$ cat config.mk
export PLATFORM = sky130hd
export DESIGN_NAME = frame_rms_volume
export DESIGN_NICKNAME = d
export VERILOG_FILES = /design/src/rtl/frv_pkg.sv /design/src/rtl/frv_ctrl.sv /design/src/rtl/frv_dp.sv /design/src/rtl/frame_rms_volume.sv
export SDC_FILE = /design/constraint.sdc
export NUM_CORES = 1
export LEC_CHECK = 0
export BUFFER_PORTS_ARGS = -buffer_cell sky130_fd_sc_hd__buf_4
export CORE_MARGIN = 2
export CORE_UTILIZATION = 40
export CTS_CLUSTER_DIAMETER = 60
export CTS_CLUSTER_SIZE = 12
export DETAILED_ROUTE_END_ITERATION = 6
export HOLD_SLACK_MARGIN = 0.15
export PLACE_DENSITY = 0.64
export SYNTH_ARGS = -nofsm -noshare
export SYNTH_HDL_FRONTEND = slang
export SYNTH_HIERARCHICAL = 1
export SYNTH_SLANG_ARGS = --single-unit
$ cat constraint.sdc
create_clock -name clk -period 10.6 [get_ports clk]
set_input_delay 3.18 -clock clk [delete_from_list [all_inputs] [get_ports clk]]
set_output_delay 3.18 -clock clk [all_outputs]
set_load 0.005 [all_outputs]
$ cat src/rtl/frv_pkg.sv
package frv_pkg;

  localparam int unsigned SAMPLE_W  = 16;
  localparam int unsigned LEVEL_W   = 16;
  localparam int unsigned HOP_W     = 13;
  localparam int unsigned SQ_W      = 31;
  localparam int unsigned SUM_W     = 43;
  localparam int unsigned QUO_W     = 38;
  localparam int unsigned ROOT_W    = QUO_W / 2;
  localparam int unsigned REM_W     = ROOT_W + 3;
  localparam int unsigned STEP_W    = 6;

  localparam logic [HOP_W-1:0]  HOP_MIN   = HOP_W'(64);
  localparam logic [HOP_W-1:0]  HOP_MAX   = HOP_W'(4096);
  localparam logic [HOP_W-1:0]  HOP_RESET = HOP_W'(512);
  localparam logic [STEP_W-1:0] DIV_LAST  = STEP_W'(SUM_W - 1);
  localparam logic [STEP_W-1:0] ROOT_LAST = STEP_W'(ROOT_W - 1);

  typedef struct packed {
    logic signed [SAMPLE_W-1:0] sample;
    logic                       clip_last;
  } in_beat_t;

  typedef struct packed {
    logic [LEVEL_W-1:0] level;
    logic               first_frame;
  } out_beat_t;

  typedef struct packed {
    logic load_sample;
    logic square;
    logic accum;
    logic div_step;
    logic root_step;
    logic load_out;
  } dp_cmd_t;

  typedef struct packed {
    logic started;
    logic frame_done;
    logic out_free;
  } dp_sts_t;

  typedef enum logic [5:0] {
    ST_IDLE   = 6'b000001,
    ST_SQUARE = 6'b000010,
    ST_ACCUM  = 6'b000100,
    ST_DIVIDE = 6'b001000,
    ST_ROOT   = 6'b010000,
    ST_EMIT   = 6'b100000
  } state_t;

endpackage

$ cat src/rtl/frv_ctrl.sv
module frv_ctrl (
  input  logic            clk,
  input  logic            rst_n,
  input  logic            in_valid,
  output logic            in_stall,
  input  frv_pkg::dp_sts_t sts,
  output frv_pkg::dp_cmd_t cmd
);
  import frv_pkg::*;

  state_t             state_r, state_nxt;
  logic [STEP_W-1:0]  step_r, step_nxt;

  always_comb begin
    state_nxt = state_r;
    step_nxt  = step_r;
    cmd       = '0;
    in_stall  = 1'b1;
    unique case (state_r)
      ST_IDLE: begin
        in_stall = 1'b0;
        if (in_valid) begin
          cmd.load_sample = 1'b1;
          state_nxt       = ST_SQUARE;
        end
      end
      ST_SQUARE: begin
        cmd.square = 1'b1;
        state_nxt  = ST_ACCUM;
      end
      ST_ACCUM: begin
        cmd.accum = 1'b1;
        step_nxt  = '0;
        if (!sts.started) begin
          state_nxt = ST_EMIT;
        end else if (sts.frame_done) begin
          state_nxt = ST_DIVIDE;
        end else begin
          state_nxt = ST_IDLE;
        end
      end
      ST_DIVIDE: begin
        cmd.div_step = 1'b1;
        step_nxt     = step_r + STEP_W'(1);
        if (step_r == DIV_LAST) begin
          step_nxt  = '0;
          state_nxt = ST_ROOT;
        end
      end
      ST_ROOT: begin
        cmd.root_step = 1'b1;
        step_nxt      = step_r + STEP_W'(1);
        if (step_r == ROOT_LAST) begin
          step_nxt  = '0;
          state_nxt = ST_EMIT;
        end
      end
      ST_EMIT: begin
        if (sts.out_free) begin
          cmd.load_out = 1'b1;
          state_nxt    = ST_IDLE;
        end
      end
      default: begin
        state_nxt = ST_IDLE;
      end
    endcase
  end

  always_ff @(posedge clk) begin
    if (!rst_n) begin
      state_r <= ST_IDLE;
      step_r  <= '0;
    end else begin
      state_r <= state_nxt;
      step_r  <= step_nxt;
    end
  end

endmodule

$ cat src/rtl/frv_dp.sv
module frv_dp (
  input  logic                           clk,
  input  logic                           rst_n,
  input  frv_pkg::in_beat_t              in_beat,
  input  logic [frv_pkg::HOP_W-1:0]      hop,
  input  frv_pkg::dp_cmd_t               cmd,
  output frv_pkg::dp_sts_t               sts,
  output logic                           out_valid,
  input  logic                           out_stall,
  output frv_pkg::out_beat_t             out_beat
);
  import frv_pkg::*;

  logic [SAMPLE_W-1:0] mag_r;
  logic                last_r;
  logic [SQ_W-1:0]     sq_r;
  logic [SUM_W-1:0]    sum_r, sum_nxt;
  logic [HOP_W-1:0]    count_r, count_nxt;
  logic                started_r, started_nxt;
  logic                pend_first_r;
  logic [SUM_W-1:0]    num_r;
  logic [HOP_W-1:0]    drem_r;
  logic [ROOT_W-1:0]   root_r;
  logic [REM_W-1:0]    rrem_r;
  logic                out_valid_r;
  out_beat_t           out_beat_r;

  logic [SUM_W-1:0]    sum_add;
  logic [HOP_W:0]      count_inc;
  logic                frame_done;
  logic [HOP_W-1:0]    drem_sh;
  logic                div_ge;
  logic [REM_W-1:0]    rrem_sh;
  logic [REM_W-1:0]    trial;
  logic                root_ge;
  logic [LEVEL_W-1:0]  root_level;
  logic                out_free;

  assign sum_add    = sum_r + SUM_W'(sq_r);
  assign count_inc  = {1'b0, count_r} + (HOP_W+1)'(1);
  assign frame_done = started_r && (count_inc >= {1'b0, hop});

  assign drem_sh = {drem_r[HOP_W-2:0], num_r[SUM_W-1]};
  assign div_ge  = drem_sh >= hop;

  assign rrem_sh = {rrem_r[REM_W-3:0], num_r[QUO_W-1:QUO_W-2]};
  assign trial   = REM_W'({root_r, 2'b01});
  assign root_ge = rrem_sh >= trial;

  assign root_level = (root_r[ROOT_W-1:LEVEL_W] != '0) ? '1 : root_r[LEVEL_W-1:0];

  assign out_free = !out_valid_r || !out_stall;

  assign sts.started    = started_r;
  assign sts.frame_done = frame_done;
  assign sts.out_free   = out_free;

  assign out_valid = out_valid_r;
  assign out_beat  = out_beat_r;

  // frame accumulation
  always_comb begin
    sum_nxt     = sum_r;
    count_nxt   = count_r;
    started_nxt = started_r;
    if (cmd.accum) begin
      if (!started_r) begin
        sum_nxt     = SUM_W'(sq_r);
        count_nxt   = HOP_W'(1);
        started_nxt = 1'b1;
      end else if (frame_done) begin
        sum_nxt   = '0;
        count_nxt = '0;
      end else begin
        sum_nxt   = sum_add;
        count_nxt = count_inc[HOP_W-1:0];
      end
      if (last_r) begin
        sum_nxt     = '0;
        count_nxt   = '0;
        started_nxt = 1'b0;
      end
    end
  end

  always_ff @(posedge clk) begin
    if (!rst_n) begin
      sum_r       <= '0;
      count_r     <= '0;
      started_r   <= 1'b0;
      out_valid_r <= 1'b0;
    end else begin
      sum_r     <= sum_nxt;
      count_r   <= count_nxt;
      started_r <= started_nxt;
      if (cmd.load_out) begin
        out_valid_r <= 1'b1;
      end else if (!out_stall) begin
        out_valid_r <= 1'b0;
      end
    end
  end

  always_ff @(posedge clk) begin
    if (cmd.load_sample) begin
      mag_r  <= in_beat.sample[SAMPLE_W-1] ? (~in_beat.sample + SAMPLE_W'(1))
                                           : in_beat.sample;
      last_r <= in_beat.clip_last;
    end
    if (cmd.square) begin
      sq_r <= SQ_W'(mag_r * mag_r);
    end
    if (cmd.accum) begin
      pend_first_r <= !started_r;
      num_r        <= sum_add;
      drem_r       <= '0;
      root_r       <= '0;
      rrem_r       <= '0;
    end
    // restoring divide, one quotient bit per cycle
    if (cmd.div_step) begin
      drem_r <= div_ge ? (drem_sh - hop) : drem_sh;
      num_r  <= {num_r[SUM_W-2:0], div_ge};
    end
    // digit-by-digit square root, two radicand bits per cycle
    if (cmd.root_step) begin
      rrem_r <= root_ge ? (rrem_sh - trial) : rrem_sh;
      root_r <= {root_r[ROOT_W-2:0], root_ge};
      num_r  <= {num_r[SUM_W-3:0], 2'b00};
    end
    if (cmd.load_out) begin
      out_beat_r.level       <= pend_first_r ? mag_r : root_level;
      out_beat_r.first_frame <= pend_first_r;
    end
  end

endmodule

$ cat src/rtl/frame_rms_volume.sv
// a sample beat goes through capture, square and accumulate; in_stall is high between beats
// the first sample of a clip puts its magnitude on out as a first_frame beat after the emit
// step, which holds the input until the output is free
// a completed frame then runs the 43-step divider, the 19-step square root and one output
// load, which also waits for the output to be free
// synchronous active-low reset clears the accumulator, the clip state and the output
// valid, and sets hop_length to 512
module frame_rms_volume (
  input  logic                      clk,
  input  logic                      rst_n,
  input  logic                      in_valid,
  output logic                      in_stall,
  input  frv_pkg::in_beat_t         in_beat,
  output logic                      out_valid,
  input  logic                      out_stall,
  output frv_pkg::out_beat_t        out_beat,
  input  logic                      cfg_we,
  input  logic [frv_pkg::HOP_W-1:0] cfg_wdata
);
  import frv_pkg::*;

  logic [HOP_W-1:0] hop_r;
  logic [HOP_W-1:0] hop_eff;
  dp_cmd_t          cmd;
  dp_sts_t          sts;

  always_ff @(posedge clk) begin
    if (!rst_n) begin
      hop_r <= HOP_RESET;
    end else if (cfg_we) begin
      hop_r <= cfg_wdata;
    end
  end

  always_comb begin
    priority if (hop_r < HOP_MIN) begin
      hop_eff = HOP_MIN;
    end else if (hop_r > HOP_MAX) begin
      hop_eff = HOP_MAX;
    end else begin
      hop_eff = hop_r;
    end
  end

  frv_ctrl u_ctrl (
    .clk      (clk),
    .rst_n    (rst_n),
    .in_valid (in_valid),
    .in_stall (in_stall),
    .sts      (sts),
    .cmd      (cmd)
  );

  frv_dp u_dp (
    .clk       (clk),
    .rst_n     (rst_n),
    .in_beat   (in_beat),
    .hop       (hop_eff),
    .cmd       (cmd),
    .sts       (sts),
    .out_valid (out_valid),
    .out_stall (out_stall),
    .out_beat  (out_beat)
  );

  a_busy_after_accept: assert property (@(posedge clk) disable iff (!rst_n)
    (in_valid && !in_stall) |=> in_stall)
    else $error("input taken again right after a beat");

  a_out_only_from_busy: assert property (@(posedge clk) disable iff (!rst_n)
    $rose(out_valid) |-> $past(in_stall))
    else $error("result appeared without work in flight");

  a_first_level_range: assert property (@(posedge clk) disable iff (!rst_n)
    (out_valid && out_beat.first_frame) |-> (out_beat.level <= 16'h8000))
    else $error("frame zero level out of sample range");

  a_hop_range: assert property (@(posedge clk) disable iff (!rst_n)
    (hop_eff >= HOP_MIN) && (hop_eff <= HOP_MAX))
    else $error("effective hop out of range");

endmodule
== Word-level counts from Yosys, hierarchy flattened ==
Index checks and enable logic that the tools add are counted.
Operators by class
  add/sub/neg operators: 6
  multiply operators: 1
  order comparisons: 5
  equal/unequal tests: 13
  muxes and demuxes: 44
  bitwise operators: 1
  reduce and logical (&&, ||, !) cells: 11
Operators with widths (count)
  $mux W43: 6
  $mux W13: 5
  $mux W20: 3
  $add A43 B31 Y43: 1
  $mux W6: 7
  $mux W19: 2
  $mux W12: 3
  $pmux W6 S6: 1
  $mux W16: 2
  $mul A16 B16 Y31: 1
  $ge A22 B21 Y1: 1
  $sub A20 B20 Y20: 1
  $pmux W6 S3: 1
  $add A16 B2 Y16 const B: 1
  $not A16 Y16: 1
  $mux W15: 1
  $add A13 B1 Y14 const B: 1
  $ge A14 B13 Y1: 1
  $ge A13 B13 Y1: 1
  $gt A13 B13 Y1 const B: 1
  $lt A13 B7 Y1 const B: 1
  $eq A6 B5 Y1 const B: 2
  $eq A6 B6 Y1 const B: 2
  $mux W1: 12
  other kinds (15): 23
Storage, ports and cells
  register bits: 243
  input port bits: 35
  output and inout port bits: 19
  logic and storage cells: 100

== Depth between registers and ports, before layout ==
Gate-level depths: netlist of run 1.
  word-level depth: 8
  depth in mapped cells: 25
  mapped depth without buffers: 24

== By module ==
Netlist of run 1, hierarchy kept.
Modules (own cells, without submodules)
  frv_dp: times used 1, cells each 2110, area an instance 19912.8 µm², seq. area each 5915.7 µm²
  frv_ctrl: times used 1, cells each 93, area an instance 748.2 µm², seq. area each 240.2 µm²
  frame_rms_volume: times used 1, cells each 66, area an instance 661.9 µm², seq. area each 260.2 µm²

== Worst setup path after synthesis of run 1 ==
OpenSTA, ideal clock, no wires.
  kind: reg-to-reg
  from: register u_dp.mag_r[9]
  to: register u_dp.sq_r[29], data pin
  setup time: 0.258 ns
  arrival time: 6.062 ns
  data required time: 10.342 ns
  slack: 4.280 ns
  stages on the path, launching flop included: 26
  buffers on the path: 1
  period minus slack after synthesis: 6.320 ns
  cells stage by stage: edfxtp_1 -> clkbuf_1 -> clkinv_1 -> nor2_1 -> inv_1 -> fa_1 -> inv_1 -> fa_1 -> inv_1 -> fa_1 -> inv_1 -> fa_1 -> fa_1 -> inv_1 -> fa_1 -> inv_1 -> ha_1 -> a21oi_1 -> o21ai_0 -> a21oi_1 -> a21o_1 -> a31oi_1 -> a2111oi_2 -> o31ai_1 -> a21oi_1 -> xnor2_1
Between the ends
  word-level cells in the longest chain between the ends: 1
RTL lines
  from (decl): line frv_dp.sv:14  | logic [SAMPLE_W-1:0] mag_r;
  from (signal assigned): line frv_dp.sv:106  | mag_r <= in_beat.sample[SAMPLE_W-1] ? (~in_beat.sample + SAMPLE_W'(1))
  $mul A16 B16 Y31: line frv_dp.sv:111  | sq_r <= SQ_W'(mag_r * mag_r);
  to (signal assigned): line frv_dp.sv:111
  to (decl): line frv_dp.sv:16  | logic [SQ_W-1:0] sq_r;
No other way between the ends.
A chain may end at the register's enable or synchronous reset.

== Worst setup path in the final report of run 1 ==
Same ends and word-level chain as after synthesis.

==> out/summary.md, run 1 <==
Final layout
- 0 — count of inserted antenna diode cells
- 9.17% — Area Overhead vs Synth
- 4983 — number of inserted filler cells in the final layout
- sky130_fd_sc_hd__inv_1 (306), sky130_fd_sc_hd__nand2_1 (190), sky130_fd_sc_hd__ha_1 (180) — most used cells in the layout excluding fill and tap cells
- sky130_fd_sc_hd__inv_1 — most common cell after layout, fill and taps aside
- 0.0709 — ratio of cells with drive above 1 in the final layout
- 2653 — net count of the finished layout

Worst setup path
- 10.91 ns — required time of the critical path
- reg2reg — critical path start-end classification
- register — launching element type of the critical path
- 10 — Critical Path Fanout Max
- register — Critical Path Sink Type
- u_dp/mag_r[9] — Critical path origin
- 7.27 ns — Worst Path Arrival
- u_dp/mag_r[9] — launching point of the worst reg2reg path

Synthesis
- 0.0232 — multiplexer share of the synthesized area
- 0.0501 — post-synthesis share of cell area spent on xor and xnor gates
- 0 — ys async rst share
- 2269 — synthesized instance count
- adder cells — largest family of logic cells by synthesized area
- 157 — number of flops mapped to enable cells by yosys
- 6 — yosys synthesis warning count
- sky130_fd_sc_hd__edfxtp_1 — top flip-flop cell by instance count after synthesis
- 0.0213 mm2 — Synth Cell Area
- 2648 — Post-Syn Nets
- 91 — number of distinct library cell variants in the gate-level netlist after synthesis
- 0.140 — post-synthesis compound-gate area fraction
- 0.260 — adder and majority gate portion of the synthesized area
- 9.40 um2 — Mean Syn Cell Area
- 242 — total of flip-flops plus latches after synthesis
- 0.151 — share of synthesized cell area in and, or, nand and nor gates
- 0.301 — sequential area share after synthesis

Clocking
- 0 — Setup Buffers After CTS
- 0 — CTS resizes
- 1 — Max H-tree Level
- 0 — cts-stage hold buffer count
- 242 — count of clock tree sinks
- sky130_fd_sc_hd__clkbuf_16 — cell at the root of the clock tree
- 0.59 ns — source-to-sink clock delay at the later pin of the worst-skew pair
- 3 — maximum number of buffers from clock root to sink
- 0.06 ns — clock transition at the registers of the reported paths
- done — clock tree from TritonCTS
- 31 — total clock buffers created by CTS

Detailed routing
- 49300 um — final routed wirelength across all metal layers
- 15899 — total number of vias
- 1001 — Iteration-0 DRC Markers
- 5.32 — via count normalized by instance count
- 0 — remaining antenna violation count
- 16.5 um — per-cell routed wire length
- 5 — first-pass detailed-route iteration total
- 0 — detailed-route DRC error count

Placed design
- 0.953 — RD Place Congestion
- 38000 um — detailed placement HPWL
- 53 — number of buffer cells added on primary ports

Timing
- 0.0341 ns — final clock skew
- 0 — Setup-failing EPs final
- 144 MHz — highest achievable clock rate
- 1.14 ns — transition time at the pin with the least slew margin
- 0.238 — headroom to the max-slew limit
- 0 — total count of hold-check failures in the final report
- 0.657 — Period Utilization, post-route
- 0 — pins over their slew limit
- no — RSZ-0062 raised after global routing
- 6.96 ns — minimum period implied by the final worst setup slack
- 0 ns — post-route setup TNS

Die
- 235 um — DIE HEIGHT
- 54 — boundary pin count
- 0.0527 mm2 — CORE AREA
- 235 um — DIE WIDTH
- 84 — Std-Cell Rows
- 0.405 — starting utilization of the core area
- 0.0552 mm2 — area enclosed by the die boundary

Status
- finished, final reports clean — run status

Global routing
- 81700 um — wire length of the first global-routing pass
- 0.178 — global routing usage summed across all routing layers
- 0 — initial antenna violation count
- 16230 — via count of the first global-routing pass
- 86 — largest net degree at the start of global routing
- 0 — grt ovf

Worst hold path
- reg2reg — hold crit path type
- u_dp/sum_r[2] — hold path start

Flow run
- 0 — max-capacitance violation count

==> area by class of cell <==
type	instances	area (um2)	share of cell area
Multi-Input combinational cell	1622	13300	0.572
Sequential cell	242	6420	0.276
Inverter	313	1170	0.0505
Tap cell	688	861	0.0370
Clock buffer	40	820	0.0352
Timing Repair Buffer	64	480	0.0206
Clock inverter	18	205	0.00881
==> synth_stat cells, types with 8 or more instances <==
| cell | instances | area share |
|---|---|---|
| sky130_fd_sc_hd__nand4_1 | 14 | 0.0041 |
| sky130_fd_sc_hd__a22o_1 | 20 | 0.0082 |
| sky130_fd_sc_hd__nor2_1 | 157 | 0.028 |
| sky130_fd_sc_hd__edfxtp_1 | 157 | 0.22 |
| sky130_fd_sc_hd__clkbuf_1 | 66 | 0.012 |
| sky130_fd_sc_hd__fa_1 | 164 | 0.15 |
| sky130_fd_sc_hd__and2_1 | 42 | 0.012 |
| sky130_fd_sc_hd__nor2b_1 | 81 | 0.024 |
| sky130_fd_sc_hd__nand2b_1 | 21 | 0.0062 |
| sky130_fd_sc_hd__a31oi_1 | 15 | 0.0044 |
| sky130_fd_sc_hd__a21oi_1 | 120 | 0.028 |
| sky130_fd_sc_hd__a22oi_1 | 22 | 0.0077 |
| sky130_fd_sc_hd__or3_1 | 11 | 0.0032 |
| sky130_fd_sc_hd__a222oi_1 | 14 | 0.0066 |
| sky130_fd_sc_hd__a21o_1 | 46 | 0.016 |
| sky130_fd_sc_hd__dfxtp_1 | 85 | 0.080 |
| sky130_fd_sc_hd__o21ai_1 | 10 | 0.0023 |
| sky130_fd_sc_hd__and3_1 | 17 | 0.0050 |
| sky130_fd_sc_hd__ha_1 | 180 | 0.11 |
| sky130_fd_sc_hd__o31ai_1 | 13 | 0.0046 |
| sky130_fd_sc_hd__xor2_1 | 47 | 0.019 |
| sky130_fd_sc_hd__xnor2_1 | 75 | 0.031 |
| sky130_fd_sc_hd__buf_2 | 9 | 0.0021 |
| sky130_fd_sc_hd__o21a_1 | 10 | 0.0035 |
| sky130_fd_sc_hd__nand3_1 | 50 | 0.012 |
| sky130_fd_sc_hd__inv_1 | 306 | 0.054 |
| sky130_fd_sc_hd__o21ai_0 | 107 | 0.025 |
| sky130_fd_sc_hd__nand2_1 | 190 | 0.033 |
| sky130_fd_sc_hd__o211ai_1 | 8 | 0.0028 |
| sky130_fd_sc_hd__mux2i_1 | 45 | 0.021 |
| sky130_fd_sc_hd__nor3_1 | 24 | 0.0056 |
| sky130_fd_sc_hd__a211oi_1 | 9 | 0.0032 |
==> final timing paths <==
kind,endpoint,slack (ns),cells after the start
setup / recovery,u_dp/sq_r[29],3.64,24
hold / removal,u_dp/sum_r[2],0.51,2
setup reg to reg,u_dp/sq_r[29],3.64,24
hold reg to reg,u_dp/sum_r[2],0.51,2
==> flip-flops by register name (all words and copies together) (netlist names), 6 cells and up <==
register,flops
u_dp/sum_r,43
hop_r,13
u_dp/sq_r,30
u_dp/mag_r,16
u_dp/count_r,13
u_dp/drem_r,12
u_ctrl/state_r,6
u_ctrl/step_r,6
u_dp/out_beat,17
u_dp/rrem_r,20
u_dp/root_r,19
u_dp/num_r,43
==> logic make-up after synthesis <==
kind of cell | count (synthesis)
muxes | 49
buffers and inverters | 405
and+or+nand+nor | 654
DFF | 242
AOI/OAI and AO/OA | 453
adders and majority gates | 344
xor gates and xnor gates | 122
==> per-layer routing <==
layer,track usage,wire (um)
met4,0.0489,1210
met1,0.243,23000
met5,0,0
met2,0.299,22900
met3,0.0209,2160
==> critical path, cell delays in order, from the launching register on <==
cell,delay [ns]
sky130_fd_sc_hd__edfxtp_1,0.52
sky130_fd_sc_hd__clkinv_1,0.41
sky130_fd_sc_hd__nor2_1,0.30
sky130_fd_sc_hd__inv_1,0.09
sky130_fd_sc_hd__fa_1,0.51
sky130_fd_sc_hd__inv_1,0.05
sky130_fd_sc_hd__fa_1,0.49
sky130_fd_sc_hd__inv_1,0.05
sky130_fd_sc_hd__fa_1,0.48
sky130_fd_sc_hd__inv_1,0.06
sky130_fd_sc_hd__fa_1,0.50
sky130_fd_sc_hd__fa_1,0.54
sky130_fd_sc_hd__inv_1,0.05
sky130_fd_sc_hd__fa_1,0.53
sky130_fd_sc_hd__inv_1,0.04
sky130_fd_sc_hd__ha_1,0.34
sky130_fd_sc_hd__a21oi_1,0.17
sky130_fd_sc_hd__o21ai_0,0.13
sky130_fd_sc_hd__a21oi_1,0.16
sky130_fd_sc_hd__a21o_1,0.19
sky130_fd_sc_hd__a31oi_1,0.18
sky130_fd_sc_hd__a2111oi_2,0.46
sky130_fd_sc_hd__o31ai_1,0.15
sky130_fd_sc_hd__a21oi_1,0.19
sky130_fd_sc_hd__xnor2_1,0.09
==> through the flow <==
step / hold slack (ns) / instances / setup slack, ns / cell area [um2] / utilization
after global placement: 0.477 / 2929 / 3.87 / 22300 / 0.423
after detailed placement: 0.487 / 2929 / 3.66 / 22300 / 0.423
after global routing: 0.524 / 2987 / 3.27 / 23300 / 0.442
after CTS: 0.502 / 2987 / 3.64 / 23300 / 0.442
after floorplan: 0.424 / 2269 / 4.28 / 21300 / -
final: 0.506 / 2987 / 3.64 / 23300 / 0.442
Power of run 1 is not shown: default switching activity piles up to over one toggle a cycle in this logic, so the estimate is an artifact.
==> run 2: changes to the inputs <==
--- a/config.mk
+++ b/config.mk
@@ -12,7 +12,7 @@
 export CTS_CLUSTER_SIZE = 12
 export DETAILED_ROUTE_END_ITERATION = 6
 export HOLD_SLACK_MARGIN = 0.15
-export PLACE_DENSITY = 0.64
+export PLACE_DENSITY = 0.66
 export SYNTH_ARGS = -nofsm -noshare
 export SYNTH_HDL_FRONTEND = slang
 export SYNTH_HIERARCHICAL = 1
==> constraint.sdc (replaced) <==
create_clock -name clk -period 5.7 [get_ports clk]
set_input_delay 1.71 -clock clk [delete_from_list [all_inputs] [get_ports clk]]
set_output_delay 1.71 -clock clk [all_outputs]
set_load 0.005 [all_outputs]
==> run 2 against run 1 <==
Against the previous run: the run now ends with negative setup slack left; register-to-register slack got worse by 3.8 ns; final cell count increased by 5.3%; fmax increased by 19%; first-iteration DRC count increased by 6.9%; critical endpoint is now u_dp/sq_r[30]; highest routed layer unchanged.
==> out/summary.md, run 2 (same netlist as run 1, synthesis figures left out) <==
Worst setup path
- sky130_fd_sc_hd__fa_1 — most frequent cell on the critical path
- sky130_fd_sc_hd__fa_1 — master of the slowest instance on the critical path
- 0.57 ns — CP max stage delay
- register — Critical Path Sink Type
- register — launching element type of the critical path
- 6.20 ns — Worst Path Arrival
- 6 — Critical Path Fanout Max
- reg2reg — critical path start-end classification
- buf_6 -> nand2_1 -> fa_1 -> inv_1 -> fa_1 -> fa_1 -> fa_1 -> fa_1 -> inv_1 -> fa_1 -> inv_1 -> ha_4 -> and2_4 -> buf_4 -> o211ai_1 -> a31oi_2 -> nand3_2 -> o21ai_2 -> a41oi_2 -> xnor2_1 — list of cells traversed by the critical path
- 6.03 ns — required time of the critical path

Die
- 84 — Std-Cell Rows
- 0.0552 mm2 — area enclosed by the die boundary
- 235 um — DIE HEIGHT
- 235 um — DIE WIDTH
- 0.0527 mm2 — CORE AREA
- 0.405 — starting utilization of the core area
- 54 — boundary pin count

Placed design
- 53 — number of buffer cells added on primary ports
- 0.0234 mm2 — DP Area
- 0.886 — RD Place Congestion
- 39300 um — detailed placement HPWL

Timing
- 0 — pins over their slew limit
- 9 — Setup-failing EPs final
- 1.11 ns — transition time at the pin with the least slew margin
- 0 — total count of hold-check failures in the final report
- 1.03 — Period Utilization, post-route
- yes — RSZ-0062 raised after global routing
- 0.0299 ns — final clock skew
- -0.172 ns — post-route setup slack
- 0.259 — headroom to the max-slew limit
- 170 MHz — highest achievable clock rate
- 5.87 ns — minimum period implied by the final worst setup slack

Detailed routing
- 16.3 um — per-cell routed wire length
- 1070 — Iteration-0 DRC Markers
- 23300 um — M1 WL
- 5.24 — via count normalized by instance count
- 1590 um — Met3 Routed Length
- 0 — remaining antenna violation count
- 24700 um — Met2 Wirelength
- 5 — first-pass detailed-route iteration total
- met4 — highest metal layer used by the detailed router
- 0 — detailed-route DRC error count
- 51100 um — final routed wirelength across all metal layers
- 16474 — total number of vias

Status
- negative setup slack — failing checks
- finished, violations left — run status

Global routing
- 79 — largest net degree at the start of global routing
- 0 — grt ovf
- 0 — initial antenna violation count
- 17074 — via count of the first global-routing pass
- 85100 um — wire length of the first global-routing pass
- 0.184 — global routing usage summed across all routing layers

Clocking
- 242 — count of clock tree sinks
- sky130_fd_sc_hd__clkbuf_16 — cell at the root of the clock tree
- 0.06 ns — clock transition at the registers of the reported paths
- 3 — maximum number of buffers from clock root to sink
- 1 — Max H-tree Level
- done — clock tree from TritonCTS
- 0.59 ns — source-to-sink clock delay at the later pin of the worst-skew pair
- 30 — total clock buffers created by CTS

Final layout
- 0 — count of inserted antenna diode cells
- 0.0250 mm2 — Design Area, Final
- 0.00642 mm2 — Register Area
- 2813 — net count of the finished layout
- 0.0138 mm2 — total area of multi-input combinational cells
- sky130_fd_sc_hd__inv_1 — most common cell after layout, fill and taps aside
- 17.1% — Area Overhead vs Synth
- 4827 — number of inserted filler cells in the final layout
- sky130_fd_sc_hd__inv_1 (276), sky130_fd_sc_hd__buf_4 (211), sky130_fd_sc_hd__nand2_1 (178) — most used cells in the layout excluding fill and tap cells
- u_dp/num_r (43), u_dp/sum_r (43), u_dp/sq_r (30) — Largest regs
- 0.172 — ratio of cells with drive above 1 in the final layout

Flow run
- 0 — max-capacitance violation count

Worst hold path
- reg2reg — hold crit path type

[run 2: what timing repair did]
action	CTS	global route
gates cloned	0	1
hold buffers	0	0
setup buffers	19	19
setup endpoints to repair	11	15
pin swaps	37	29
resized for setup	38	64
[run 2: cell type report]
| type | count | area share |
|---|---|---|
| inverter | 313 | 0.0489 |
| clock inverter | 12 | 0.00491 |
| tap | 688 | 0.0345 |
| timing repair buffer | 225 | 0.0702 |
| sequential | 242 | 0.257 |
| clock buffer | 43 | 0.0333 |
| multi-input combinational | 1622 | 0.551 |
[run 2: stage by stage]
step                      worst slack, ns  hold slack (ns)  std cells   util  TNS (ns)
after global routing               -0.435            0.528       3145  0.474     -3.60
after global placement             -0.238            0.478       3053  0.445     -1.40
after CTS                          -0.176            0.501       3127  0.468     -1.09
after detailed placement           -0.386            0.487       3053  0.445     -2.46
after floorplan                   0.00204            0.424       2269      -         0
final                              -0.172            0.498       3145  0.474     -1.12
[run 2: path summary, 6_finish.rpt]
path	slack, ns	endpoint	from	cells after the start
max	-0.17	u_dp/sq_r[30]	u_dp/mag_r[5]	20
min	0.50	u_dp/sum_r[42]	u_dp/sum_r[42]	2
max reg2reg	-0.17	u_dp/sq_r[30]	u_dp/mag_r[5]	20
min reg2reg	0.50	u_dp/sum_r[42]	u_dp/sum_r[42]	2
[run 2: per-layer routing]
layer  up-vias  GRT usage
li1       8063          -
met1      8001      0.240
met2       310      0.321
met3       100     0.0195
met4         0     0.0550
met5         -          0
[run 2: worst max-delay path: cells and delay by family (launching register included)]
family / cells / cell delay [ns]
buf+inv: 5 / 0.44
compound gates: 4 / 0.74
simple gates: 3 / 0.42
fa+ha+maj: 7 / 3.43
xor+xnor: 1 / 0.14
flops: 1 / 0.45
Power of run 2 is left out for the same reason.
==> run 3: changes to the inputs <==
--- a/config.mk
+++ b/config.mk
@@ -5,7 +5,7 @@
 export SDC_FILE = /design/constraint.sdc
 export NUM_CORES = 1
 export LEC_CHECK = 0
-export BUFFER_PORTS_ARGS = -buffer_cell sky130_fd_sc_hd__buf_4
+export BUFFER_PORTS_ARGS = -buffer_cell sky130_fd_sc_hd__buf_2
 export CORE_MARGIN = 2
 export CORE_UTILIZATION = 40
 export CTS_CLUSTER_DIAMETER = 60
==> run 3 against run 2 <==
Against the previous run: the run still ends with negative setup slack left; sequential share of layout area rose by 0.41 points; via count fell by 0.69%; first-iteration DRC count rose by 1.4%; clock skew fell by 0.017 ns; worst hold slack improved by 0.0044 ns; die area did not move; register-to-register slack got worse by 0.10 ns; non-clock buffer count fell by 8; global-route usage barely moved; wire length rose by 0.23%; critical path depth rose by 5; utilization fell by 0.74 points; largest cell class unchanged.
==> out/summary.md, run 3 (same netlist as run 1, synthesis figures left out) <==
Detailed routing
- 1085 — Iteration-0 DRC Markers
- 5.21 — via count normalized by instance count
- 5 — first-pass detailed-route iteration total
- 0 — detailed-route DRC error count
- 51200 um — final routed wirelength across all metal layers
- 0 — remaining antenna violation count
- 16360 — total number of vias
- 16.3 um — per-cell routed wire length

Placed design
- 3059 — count of placed standard cells including taps
- 53 — number of buffer cells added on primary ports
- 39700 um — detailed placement HPWL
- 0.908 — RD Place Congestion

Worst setup path
- u_dp/mag_r[9] — Critical path origin
- u_dp/mag_r[9] — launching point of the worst reg2reg path
- 4 — Critical Path Fanout Max
- 25 — worst r2r path cells
- -0.28 ns — internal reg-to-reg setup slack
- u_dp/sq_r[29] — endpoint of the worst register-to-register path
- 6.03 ns — required time of the critical path
- u_dp/sq_r[29] — capture point of the critical path
- register — Critical Path Sink Type
- 6.30 ns — Worst Path Arrival
- reg2reg — critical path start-end classification
- register — launching element type of the critical path

Worst hold path
- u_dp/sum_r[42] — hold path start
- reg2reg — hold crit path type

Die
- 54 — boundary pin count
- 0.0527 mm2 — CORE AREA
- 0.405 — starting utilization of the core area
- 235 um — DIE HEIGHT
- 235 um — DIE WIDTH
- 0.0552 mm2 — area enclosed by the die boundary
- 84 — Std-Cell Rows

Global routing
- 0.184 — global routing usage summed across all routing layers
- 84800 um — wire length of the first global-routing pass
- 0.0210 — met3 demand-to-capacity share in global routing
- 0 — grt ovf
- 0 — initial antenna violation count
- 79 — largest net degree at the start of global routing
- 0.240 — met1 demand-to-capacity share in global routing
- 0.320 — global routing met2 resource utilization
- met2 — most utilized layer in the global route result
- 16935 — via count of the first global-routing pass

Status
- finished, violations left — run status
- negative setup slack — failing checks

Flow run
- 0 — max-capacitance violation count

Clocking
- 3 — maximum number of buffers from clock root to sink
- 0.06 ns — clock transition at the registers of the reported paths
- 0.57 ns — source-to-sink clock delay at the later pin of the worst-skew pair
- done — clock tree from TritonCTS
- 1 — Max H-tree Level
- 242 — count of clock tree sinks
- sky130_fd_sc_hd__clkbuf_16 — cell at the root of the clock tree
- 30 — total clock buffers created by CTS
- 0 — cts-stage hold buffer count

Timing
- yes — RSZ-0062 raised after global routing
- -0.277 ns — post-route setup slack
- 1.19 ns — transition time at the pin with the least slew margin
- 0.0131 ns — final clock skew
- 0 — pins over their slew limit
- 10 — Setup-failing EPs final
- 0 — total count of hold-check failures in the final report
- 1.05 — Period Utilization, post-route
- 5.98 ns — minimum period implied by the final worst setup slack
- 167 MHz — highest achievable clock rate
- 0.208 — headroom to the max-slew limit

Final layout
- 3138 — number of standard cells in the final layout excluding fillers
- u_dp/num_r (43), u_dp/sum_r (43), u_dp/sq_r (30) — Largest regs
- 2805 — net count of the finished layout
- 0.153 — ratio of cells with drive above 1 in the final layout
- sky130_fd_sc_hd__inv_1 (294), sky130_fd_sc_hd__nand2_1 (182), sky130_fd_sc_hd__ha_1 (171) — most used cells in the layout excluding fill and tap cells
- 15.3% — Area Overhead vs Synth
- 0 — count of inserted antenna diode cells
- sky130_fd_sc_hd__inv_1 — most common cell after layout, fill and taps aside

==> run 3: worst max-delay path, cell delays in order (launching register included) <==
cell                        delay, ns
sky130_fd_sc_hd__edfxtp_1        0.52
sky130_fd_sc_hd__clkinv_8        0.10
sky130_fd_sc_hd__buf_6           0.10
sky130_fd_sc_hd__nor2_4          0.04
sky130_fd_sc_hd__fa_1            0.50
sky130_fd_sc_hd__inv_1           0.05
sky130_fd_sc_hd__fa_1            0.47
sky130_fd_sc_hd__inv_1           0.05
sky130_fd_sc_hd__fa_1            0.48
sky130_fd_sc_hd__inv_2           0.04
sky130_fd_sc_hd__fa_1            0.49
sky130_fd_sc_hd__inv_2           0.04
sky130_fd_sc_hd__fa_1            0.54
sky130_fd_sc_hd__inv_2           0.04
sky130_fd_sc_hd__fa_1            0.51
sky130_fd_sc_hd__inv_2           0.05
sky130_fd_sc_hd__ha_4            0.29
sky130_fd_sc_hd__nand2_2         0.06
sky130_fd_sc_hd__nor2_4          0.12
sky130_fd_sc_hd__nand4_1         0.11
sky130_fd_sc_hd__a21o_1          0.25
sky130_fd_sc_hd__a31oi_4         0.25
sky130_fd_sc_hd__a2111oi_4       0.12
sky130_fd_sc_hd__o31ai_1         0.27
sky130_fd_sc_hd__a21oi_1         0.12
sky130_fd_sc_hd__xnor2_1         0.13
==> run 3: worst min path at each step <==
| stage | end | slack, ns | depth (start not counted) |
|---|---|---|---|
| CTS | u_dp/sum_r[42] | 0.50 | 2 |
| global placement | u_dp/sum_r[2] | 0.48 | 2 |
| global route | u_ctrl/step_r[2] | 0.54 | 1 |
| floorplan | u_dp/out_beat[0] | 0.42 | 0 |
| detailed placement | u_dp/sum_r[42] | 0.49 | 2 |
| finish | u_dp/sum_r[42] | 0.50 | 2 |
==> run 3: per-layer routing <==
| metal | share of wire | up-vias |
|---|---|---|
| met5 | 0 | - |
| met4 | 0.026 | 0 |
| met3 | 0.039 | 82 |
| met2 | 0.48 | 337 |
| met1 | 0.45 | 7905 |
| li1 | - | 8036 |
==> run 3: metrics by stage <==
stage / setup slack, ns / hold slack [ns] / TNS (ns) / util / cell area, um2
2_1_floorplan: 0.00204 / 0.424 / 0 / - / 21600
3_3_place_gp: -0.218 / 0.476 / -1.40 / 0.443 / 23300
3_5_place_dp: -0.344 / 0.494 / -2.29 / 0.443 / 23300
4_1_cts: -0.245 / 0.504 / -1.02 / 0.464 / 24400
5_1_grt: -0.560 / 0.545 / -3.92 / 0.467 / 24600
6_report: -0.277 / 0.502 / -1.62 / 0.467 / 24600
==> run 3: cell type report <==
type                            count  area (um2)
Fill cell                        4854       28100
Multi-Input combinational cell   1622       13600
Sequential cell                   242        6420
Timing Repair Buffer              217        1520
Inverter                          313        1220
Tap cell                          688         861
Clock buffer                       42         817
Clock inverter                     14         105
==> run 3: timing repair <==
action / 4_1_cts / 5_1_grt
endpoints found under the setup margin: 11 / 13
resized for setup: 23 / 19
pin swaps: 12 / 10
setup buffers: 14 / 10
gates cloned: 0 / 0
Power of run 3 is left out for the same reason.
